[src/utf8d_pkg.sv]
// Shared types and byte constants for the UTF-8 stream decoder.
package utf8d_pkg;

    // Field widths of one transfer
    localparam int unsigned BYTE_W  = 8;
    localparam int unsigned CP_W    = 31;
    localparam int unsigned COUNT_W = 16;
    localparam int unsigned NEED_W  = 3;

    // Byte class boundaries
    localparam logic [BYTE_W-1:0] CONT_MIN   = 8'h80;  // lowest continuation byte
    localparam logic [BYTE_W-1:0] LEAD_MIN   = 8'hC2;  // lowest valid multi-byte lead
    localparam logic [BYTE_W-1:0] LEAD_3     = 8'hE0;
    localparam logic [BYTE_W-1:0] LEAD_4     = 8'hF0;
    localparam logic [BYTE_W-1:0] LEAD_5     = 8'hF8;
    localparam logic [BYTE_W-1:0] LEAD_6     = 8'hFC;
    localparam logic [BYTE_W-1:0] LEAD_END   = 8'hFE;  // first invalid lead at the top

    // Lower bound on the second byte after the shortest-form leads
    localparam logic [BYTE_W-1:0] MIN_AFTER_E0 = 8'hA0;
    localparam logic [BYTE_W-1:0] MIN_AFTER_F0 = 8'h90;
    localparam logic [BYTE_W-1:0] MIN_AFTER_F8 = 8'h88;
    localparam logic [BYTE_W-1:0] MIN_AFTER_FC = 8'h84;

    // Result status codes
    typedef enum logic [1:0] {
        ST_CHAR      = 2'd0,
        ST_INVALID   = 2'd1,
        ST_TRUNCATED = 2'd2
    } t_status;

    // One input byte as held in the input register
    typedef struct packed {
        logic [BYTE_W-1:0] data_byte;
        logic              last_byte;
    } t_in_item;

    // One result transfer
    typedef struct packed {
        logic [CP_W-1:0]    code_point;
        t_status            status;
        logic               end_of_string;
        logic [COUNT_W-1:0] char_count;
    } t_result;

endpackage

[src/utf8_stream_decoder.sv]
// UTF-8 stream decoder (one- to six-byte forms), top level.
// An input transfer is held in the input register until it is decoded into the result register.
// Throughput: one byte per cycle when not stalled; set by the single decode pass
// between the input and result registers, with the sequence state updated in that pass.
// Reset (synchronous, active low) empties both registers, clears the sequence
// state and the character count, and ends any discard of a bad string.
module utf8_stream_decoder
    import utf8d_pkg::*;
#(
    parameter int unsigned MAX_STRING_CHARS = 65535
) (
    input  logic               i_clk,
    input  logic               i_rst_n,
    input  logic               i_valid,
    output logic               o_stall,
    input  logic [BYTE_W-1:0]  i_data_byte,
    input  logic               i_last_byte,
    output logic               o_valid,
    input  logic               i_stall,
    output logic [CP_W-1:0]    o_code_point,
    output logic [1:0]         o_status,
    output logic               o_end_of_string,
    output logic [COUNT_W-1:0] o_char_count
);

    logic     item_valid;
    t_in_item item;
    logic     out_free;
    logic     fire;
    logic     res_valid;
    t_result  res;
    t_result  out_res;

    // A byte moves into the core whenever the result register can take a result
    assign fire = item_valid & out_free;

    utf8d_in_stage u_in_stage (
        .i_clk        (i_clk),
        .i_rst_n      (i_rst_n),
        .i_valid      (i_valid),
        .i_data_byte  (i_data_byte),
        .i_last_byte  (i_last_byte),
        .i_advance    (fire),
        .o_stall      (o_stall),
        .o_item_valid (item_valid),
        .o_item       (item)
    );

    utf8d_core #(
        .MAX_STRING_CHARS (MAX_STRING_CHARS)
    ) u_core (
        .i_clk       (i_clk),
        .i_rst_n     (i_rst_n),
        .i_fire      (fire),
        .i_item      (item),
        .o_res_valid (res_valid),
        .o_res       (res)
    );

    utf8d_out_stage u_out_stage (
        .i_clk   (i_clk),
        .i_rst_n (i_rst_n),
        .i_load  (res_valid),
        .i_res   (res),
        .i_stall (i_stall),
        .o_free  (out_free),
        .o_valid (o_valid),
        .o_res   (out_res)
    );

    assign o_code_point    = out_res.code_point;
    assign o_status        = out_res.status;
    assign o_end_of_string = out_res.end_of_string;
    assign o_char_count    = out_res.char_count;

endmodule

[src/utf8d_in_stage.sv]
// Input register stage: captures one byte per transfer and holds it until the core takes it.
module utf8d_in_stage
    import utf8d_pkg::*;
(
    input  logic              i_clk,
    input  logic              i_rst_n,
    input  logic              i_valid,
    input  logic [BYTE_W-1:0] i_data_byte,
    input  logic              i_last_byte,
    input  logic              i_advance,
    output logic              o_stall,
    output logic              o_item_valid,
    output t_in_item          o_item
);

    logic     r_valid;
    logic     n_valid;
    t_in_item r_item;
    logic     accept;

    // Stall only while a held byte cannot move on
    assign o_stall = r_valid & ~i_advance;
    assign accept  = i_valid & ~o_stall;
    assign n_valid = accept | (r_valid & ~i_advance);

    always_ff @(posedge i_clk) begin
        if (!i_rst_n) begin
            r_valid <= 1'b0;
        end else begin
            r_valid <= n_valid;
        end
    end

    // Payload needs no reset
    always_ff @(posedge i_clk) begin
        if (accept) begin
            r_item.data_byte <= i_data_byte;
            r_item.last_byte <= i_last_byte;
        end
    end

    assign o_item_valid = r_valid;
    assign o_item       = r_item;

endmodule

[src/utf8d_core.sv]
// Decoder core: sequence state and per-byte decode between input and result registers.
module utf8d_core
    import utf8d_pkg::*;
#(
    parameter int unsigned MAX_STRING_CHARS = 65535
) (
    input  logic     i_clk,
    input  logic     i_rst_n,
    input  logic     i_fire,
    input  t_in_item i_item,
    output logic     o_res_valid,
    output t_result  o_res
);

    localparam logic [COUNT_W-1:0] CountLimit =
        (MAX_STRING_CHARS < 32'd65535) ? COUNT_W'(MAX_STRING_CHARS) : {COUNT_W{1'b1}};

    logic [NEED_W-1:0]  r_need, n_need;
    logic [CP_W-1:0]    r_acc, n_acc;
    logic [BYTE_W-1:0]  r_min, n_min;
    logic               r_at_second, n_at_second;
    logic               r_discard, n_discard;
    logic [COUNT_W-1:0] r_count, n_count;

    logic [BYTE_W-1:0]  b;
    logic               last;
    logic [NEED_W-1:0]  lead_need;
    logic [BYTE_W-1:0]  lead_mask;
    logic [BYTE_W-1:0]  lead_min;
    logic [CP_W-1:0]    acc_shift;
    logic [NEED_W-1:0]  need_dec;
    logic [COUNT_W-1:0] count_inc;
    logic               is_err;
    logic               is_char;
    logic               is_trunc;
    logic               is_lead;
    logic               is_step;
    logic [CP_W-1:0]    char_cp;

    assign b         = i_item.data_byte;
    assign last      = i_item.last_byte;
    assign acc_shift = {r_acc[CP_W-7:0], b[5:0]};
    assign need_dec  = r_need - NEED_W'(1);
    assign count_inc = (r_count < CountLimit) ? r_count + COUNT_W'(1) : r_count;

    // Lead byte decode: sequence length, payload mask, overlong bound
    always_comb begin
        lead_need = NEED_W'(1);
        lead_mask = 8'h1F;
        lead_min  = CONT_MIN;
        priority if (b < LEAD_3) begin
            lead_need = NEED_W'(1);
            lead_mask = 8'h1F;
        end else if (b < LEAD_4) begin
            lead_need = NEED_W'(2);
            lead_mask = 8'h0F;
            if (b == LEAD_3) lead_min = MIN_AFTER_E0;
        end else if (b < LEAD_5) begin
            lead_need = NEED_W'(3);
            lead_mask = 8'h07;
            if (b == LEAD_4) lead_min = MIN_AFTER_F0;
        end else if (b < LEAD_6) begin
            lead_need = NEED_W'(4);
            lead_mask = 8'h03;
            if (b == LEAD_5) lead_min = MIN_AFTER_F8;
        end else begin
            lead_need = NEED_W'(5);
            lead_mask = 8'h01;
            if (b == LEAD_6) lead_min = MIN_AFTER_FC;
        end
    end

    // Classify the byte against the current sequence state
    always_comb begin
        is_err   = 1'b0;
        is_char  = 1'b0;
        is_trunc = 1'b0;
        is_lead  = 1'b0;
        is_step  = 1'b0;
        char_cp  = '0;
        if (r_need == '0) begin
            if (!b[7]) begin
                is_char = 1'b1;
                char_cp = CP_W'(b);
            end else if (b < LEAD_MIN || b >= LEAD_END) begin
                is_err = 1'b1;
            end else begin
                is_lead  = 1'b1;
                is_trunc = last;
            end
        end else if (b[7:6] != 2'b10) begin
            is_err = 1'b1;
        end else if (r_at_second && b < r_min) begin
            is_err = 1'b1;
        end else if (need_dec == '0) begin
            is_char = 1'b1;
            char_cp = acc_shift;
        end else begin
            is_step  = 1'b1;
            is_trunc = last;
        end
    end

    // Next state and result
    always_comb begin
        n_need      = r_need;
        n_acc       = r_acc;
        n_min       = r_min;
        n_at_second = r_at_second;
        n_discard   = r_discard;
        n_count     = r_count;
        o_res_valid = 1'b0;
        o_res.code_point    = '0;
        o_res.status        = ST_CHAR;
        o_res.end_of_string = 1'b1;
        o_res.char_count    = r_count;

        if (i_fire) begin
            if (r_discard) begin
                // Dropping the rest of a bad string up to its last byte
                if (last) begin
                    n_discard   = 1'b0;
                    n_need      = '0;
                    n_acc       = '0;
                    n_min       = CONT_MIN;
                    n_at_second = 1'b0;
                    n_count     = '0;
                end
            end else if (is_err) begin
                o_res_valid  = 1'b1;
                o_res.status = ST_INVALID;
                n_need       = '0;
                n_acc        = '0;
                n_min        = CONT_MIN;
                n_at_second  = 1'b0;
                n_count      = '0;
                n_discard    = ~last;
            end else if (is_char) begin
                o_res_valid         = 1'b1;
                o_res.code_point    = char_cp;
                o_res.end_of_string = last;
                o_res.char_count    = count_inc;
                n_need      = '0;
                n_acc       = '0;
                n_min       = CONT_MIN;
                n_at_second = 1'b0;
                n_count     = last ? '0 : count_inc;
            end else if (is_trunc) begin
                o_res_valid  = 1'b1;
                o_res.status = ST_TRUNCATED;
                n_need       = '0;
                n_acc        = '0;
                n_min        = CONT_MIN;
                n_at_second  = 1'b0;
                n_count      = '0;
            end else if (is_lead) begin
                n_need      = lead_need;
                n_acc       = CP_W'(b & lead_mask);
                n_min       = lead_min;
                n_at_second = 1'b1;
            end else if (is_step) begin
                n_need      = need_dec;
                n_acc       = acc_shift;
                n_at_second = 1'b0;
            end
        end
    end

    always_ff @(posedge i_clk) begin
        if (!i_rst_n) begin
            r_need      <= '0;
            r_acc       <= '0;
            r_min       <= CONT_MIN;
            r_at_second <= 1'b0;
            r_discard   <= 1'b0;
            r_count     <= '0;
        end else begin
            r_need      <= n_need;
            r_acc       <= n_acc;
            r_min       <= n_min;
            r_at_second <= n_at_second;
            r_discard   <= n_discard;
            r_count     <= n_count;
        end
    end

endmodule

[src/utf8d_out_stage.sv]
// Result register: holds one result transfer until the receiver takes it.
module utf8d_out_stage
    import utf8d_pkg::*;
(
    input  logic    i_clk,
    input  logic    i_rst_n,
    input  logic    i_load,
    input  t_result i_res,
    input  logic    i_stall,
    output logic    o_free,
    output logic    o_valid,
    output t_result o_res
);

    logic    r_valid;
    logic    n_valid;
    t_result r_res;

    // Free when empty or being taken in this cycle
    assign o_free  = ~r_valid | ~i_stall;
    assign n_valid = i_load | (r_valid & i_stall);

    always_ff @(posedge i_clk) begin
        if (!i_rst_n) begin
            r_valid <= 1'b0;
        end else begin
            r_valid <= n_valid;
        end
    end

    always_ff @(posedge i_clk) begin
        if (i_load) begin
            r_res <= i_res;
        end
    end

    assign o_valid = r_valid;
    assign o_res   = r_res;

endmodule

[config.mk]
export PLATFORM = sky130hd
export DESIGN_NAME = utf8_stream_decoder
export DESIGN_NICKNAME = d
export VERILOG_FILES = /design/src/utf8d_pkg.sv /design/src/utf8_stream_decoder.sv /design/src/utf8d_in_stage.sv /design/src/utf8d_core.sv /design/src/utf8d_out_stage.sv
export SDC_FILE = /design/constraint.sdc
export NUM_CORES = 1
export LEC_CHECK = 0
export ABC_AREA = 1
export BUFFER_PORTS_ARGS = -buffer_cell sky130_fd_sc_hd__buf_2
export CORE_AREA = 5 5 108 110
export CTS_BUF_LIST = sky130_fd_sc_hd__clkbuf_2 sky130_fd_sc_hd__clkbuf_4 sky130_fd_sc_hd__clkbuf_8
export DETAILED_ROUTE_END_ITERATION = 8
export DIE_AREA = 0 0 113 115
export GPL_TIMING_DRIVEN = 0
export PLACE_DENSITY = 0.78
export SLEW_MARGIN = 10
export SYNTH_ARGS = -nofsm -noshare
export SYNTH_HDL_FRONTEND = slang
export SYNTH_SLANG_ARGS = --single-unit
[constraint.sdc]
create_clock -name i_clk -period 4.5 [get_ports i_clk]
set_input_delay 0 -clock i_clk [delete_from_list [all_inputs] [get_ports i_clk]]
set_output_delay 0 -clock i_clk [all_outputs]
set_load 0.01 [all_outputs]
==> reports/results.tsv <==
stage	metric	value	unit
status	status	finished clean	
job	max-cap violations	0	
floorplanning	Die Wd	113	µm
setup_path	worst reg2reg path depth	12	
setup_path	CP Data Required Time	4580	ps
grt	GR Layer Usage met1	0.239	
min_path	HP Start	i_data_byte[2]	
grt	total grt overflow	0	
logic_synthesis	top cell type's share of synthesized area	0.342	
setup_path	Max FO, Critical Path	34	
power	power per cell area	337	mW/mm²
logic_synthesis	Mapped Avg Cell Area	8.68	µm²
logic_synthesis	most frequent cell after synthesis	nand2_1	
layout	share of cells above drive strength 1	0.193	
route	DR pass1 iterations	7	
sta	Final Max Slew Viols	0	
floorplanning	Core ar.	0.0106	mm²
clock_network	Post-CTS Resized	0	
min_path	Hold Path Stages	2	
grt	grt peak-use layer	met2	
clock_network	Clk pin slew, worst setup/hold paths	110	ps
layout	post-route insts no fill	828	
clock_network	total CTS buffers	9	
setup_path	Setup CP Type	flop to flop	
logic_synthesis	Synth warnings	0	
setup_path	R2R setup slack	1790	ps
sta	min cycle time layout	2710	ps
sta	fmax	368	MHz
clock_network	Post-CTS Setup Bufs	0	
logic_synthesis	Post-Syn Instances	596	
grt	global-route wire length before repair	19000	µm
min_path	worst hold path type	input pin to flop	
floorplanning	die area	0.0130	mm²
min_path	Worst Hold Path EP	u_in_stage.o_item[3]$_DFFE_PP_	
sta	Hold WS	326	ps
layout	Final Net Count	703	
sta	Max-Slew Margin vs Limit	0.599	
layout	Inserted Diodes	0	
logic_synthesis	Seq/Total Area, Yosys	0.544	
place	Port-buffer cells	63	
clock_network	TritonCTS Sinks	111	
grt	M3 GR Usage	0.0347	
logic_synthesis	Synth Cell Area	0.00517	mm²
clock_network	hold_buf cts	12	
route	Routed Antenna Nets	0	
clock_network	Clock Tree Buf Depth	2	
sta	Setup Viol. Count Final	0	
route	Vias	4282	
logic_synthesis	Synth cell types	37	
logic_synthesis	flops & latches, synth	111	
place	Final HPWL DP	8220	µm
clock_network	CTS tree	done	
setup_path	Worst setup SP type	flop	
power	VDD IR max	0.000149	V
logic_synthesis	Post-synth top cells	116 x nand2_1, 74 x nor2_1, 73 x inv_1	
layout	area grow syn2layout	16.2	%
sta	final worst path period share	0.603	
setup_path	CP Capture Type	flop	
place	GP Congestion	0.901	
floorplanning	io pins	65	
sta	Post-Route Skew	19.1	ps
sta	final hold viol count	0	
power	Leak Pwr	0.00229	µW
sta	Worst Max-Slew Pin Slew	602	ps
route	Vias/cell	5.17	
sta	unrepaired setup endpoints after global routing	false	
grt	vias in the first global route	4027	
floorplanning	row cnt	38	
sta	final worst setup slack	1790	ps
setup_path	worst r2r src	u_in_stage.o_item[6]$_DFFE_PP_	
logic_synthesis	Synth area leader	edfxtp_1	
grt	total global-route track usage	0.182	
setup_path	RR Endpoint	u_out_stage.o_res[45]$_SDFFCE_PP0P_	
route	DRC errors left	0	
logic_synthesis	fraction of registers with async set/reset	0	
route	Post-Route WL	11500	µm
place	pre-CTS WS	1830	ps
sta	setup_tns	0	ps
setup_path	WP data arrival	2800	ps
logic_synthesis	top_reg_cell synth	edfxtp_1	
grt	largest net degree at the start of global routing	35	
grt	initial antenna violation count	0	
route	DR iter-0 viols	350	
layout	Finished Core Util	0.567	
clock_network	Skew-Pair Late Insertion Delay	390	ps
logic_synthesis	synth top area cells	edfxtp_1 34%, dfxtp_1 20%, nand2_1 8.4%, nor2_1 5.4%, inv_1 5.3%	
floorplanning	initial core utilization	0.488	
logic_synthesis	Post-synth EDFFs	59	
place	Post-Place Cells	800	
logic_synthesis	syn nets	616	
floorplanning	height of the die	115	µm
clock_network	Root Buffer	clkbuf_8	
clock_network	H-tree Lvls	3	
route	routed len/inst	13.9	µm
grt	GR Util met2	0.303	
## state kept, by name (all words and copies together), names as in the netlist, 3 cells and up
| name | cells |
|---|---|
| u_core.r_count | 16 |
| u_in_stage.o_item | 9 |
| u_core.r_min | 4 |
| u_core.r_acc | 25 |
| u_core.r_need | 3 |
| u_out_stage.o_res | 50 |
## cell families (layout without fill, tap and decap cells)
group / after synthesis / in the layout / share of synthesized area
DFF: 111 / 111 / 0.544
adders and majority gates: 7 / 7 / 0.0169
xor gates and xnor gates: 7 / 7 / 0.0118
AOI/OAI and AO/OA: 99 / 99 / 0.109
buffers and inverters: 101 / 193 / 0.0781
and+or+nand+nor: 271 / 271 / 0.241
## metal layers
metal / part of all wire / up-vias / wire, µm
met5: 0 / - / 0
met3: 0.066 / 15 / 754
met4: 0.016 / 0 / 188
li1: - / 2130 / -
met1: 0.44 / 1970 / 5070
met2: 0.48 / 167 / 5480
## area by class of cell
cell class                 instances  area, µm²
fill                             917       4590
sequential                       111       2810
multi-input combinational        384       1960
timing repair buffer              76        455
inverter                          79        299
tap                              140        175
clock buffer                       9        124
buffer                            22        105
clock inverter                     7       86.3
## stage by stage
step / total power, µW / area, µm²
global route: 2110 / 6020
detailed placement: 1410 / 5690
floorplan: 1330 / 5170
global placement: 1400 / 5670
finish: 2030 / 6020
CTS: 2040 / 6020
## cells in the final DEF (no fill, tap or decap), drive strengths merged, types with 4 or more instances in the layout
master	Yosys	final
nand2	126	126
nor2	83	83
inv	79	83
buf	12	76
edfxtp	59	59
dfxtp	52	52
o21ai	49	49
a21oi	44	44
nand3	34	34
clkbuf	10	19
nand4	15	15
dlygate4sd3	0	12
xor2	7	7
ha	7	7
nor3	5	5
nor4	4	4
## worst max-delay path, cell delays in order (launching register included)
cell	delay, ps
edfxtp_1	530
ha_1	360
nand3_1	70
nor2_1	120
nor2_2	60
nand2_2	110
nand3_4	110
nand2_2	180
nor2_8	90
nand2_1	60
nand2_1	90
inv_2	340
buf_12	260
## where the power goes
| part | switching [µW] | total, µW | internal, µW |
|---|---|---|---|
| clock | 358 | 629 | 270 |
| sequential | 28.5 | 1150 | 1120 |
| combinational | 168 | 251 | 82.7 |
| total | 555 | 2030 | 1470 |
## worst max path at each step
stage	from	endpoint	slack [ps]	cells after the start
finish	u_in_stage.o_item[6]$_DFFE_PP_	u_out_stage.o_res[45]$_SDFFCE_PP0P_	1790	12
floorplan	u_core.r_need[0]$_SDFFE_PN0P_	u_out_stage.o_res[0]$_DFFE_PP_	1580	11
CTS	u_in_stage.o_item[6]$_DFFE_PP_	u_out_stage.o_res[11]$_DFFE_PP_	1810	12
detailed placement	u_in_stage.o_item[6]$_DFFE_PP_	u_out_stage.o_res[49]$_SDFFCE_PP0P_	1830	12
global placement	u_in_stage.o_item[6]$_DFFE_PP_	u_out_stage.o_res[49]$_SDFFCE_PP0P_	1030	11
global route	u_in_stage.o_item[6]$_DFFE_PP_	u_out_stage.o_res[11]$_DFFE_PP_	1600	12
No activity file was read; power rests on OpenSTA's default activity.
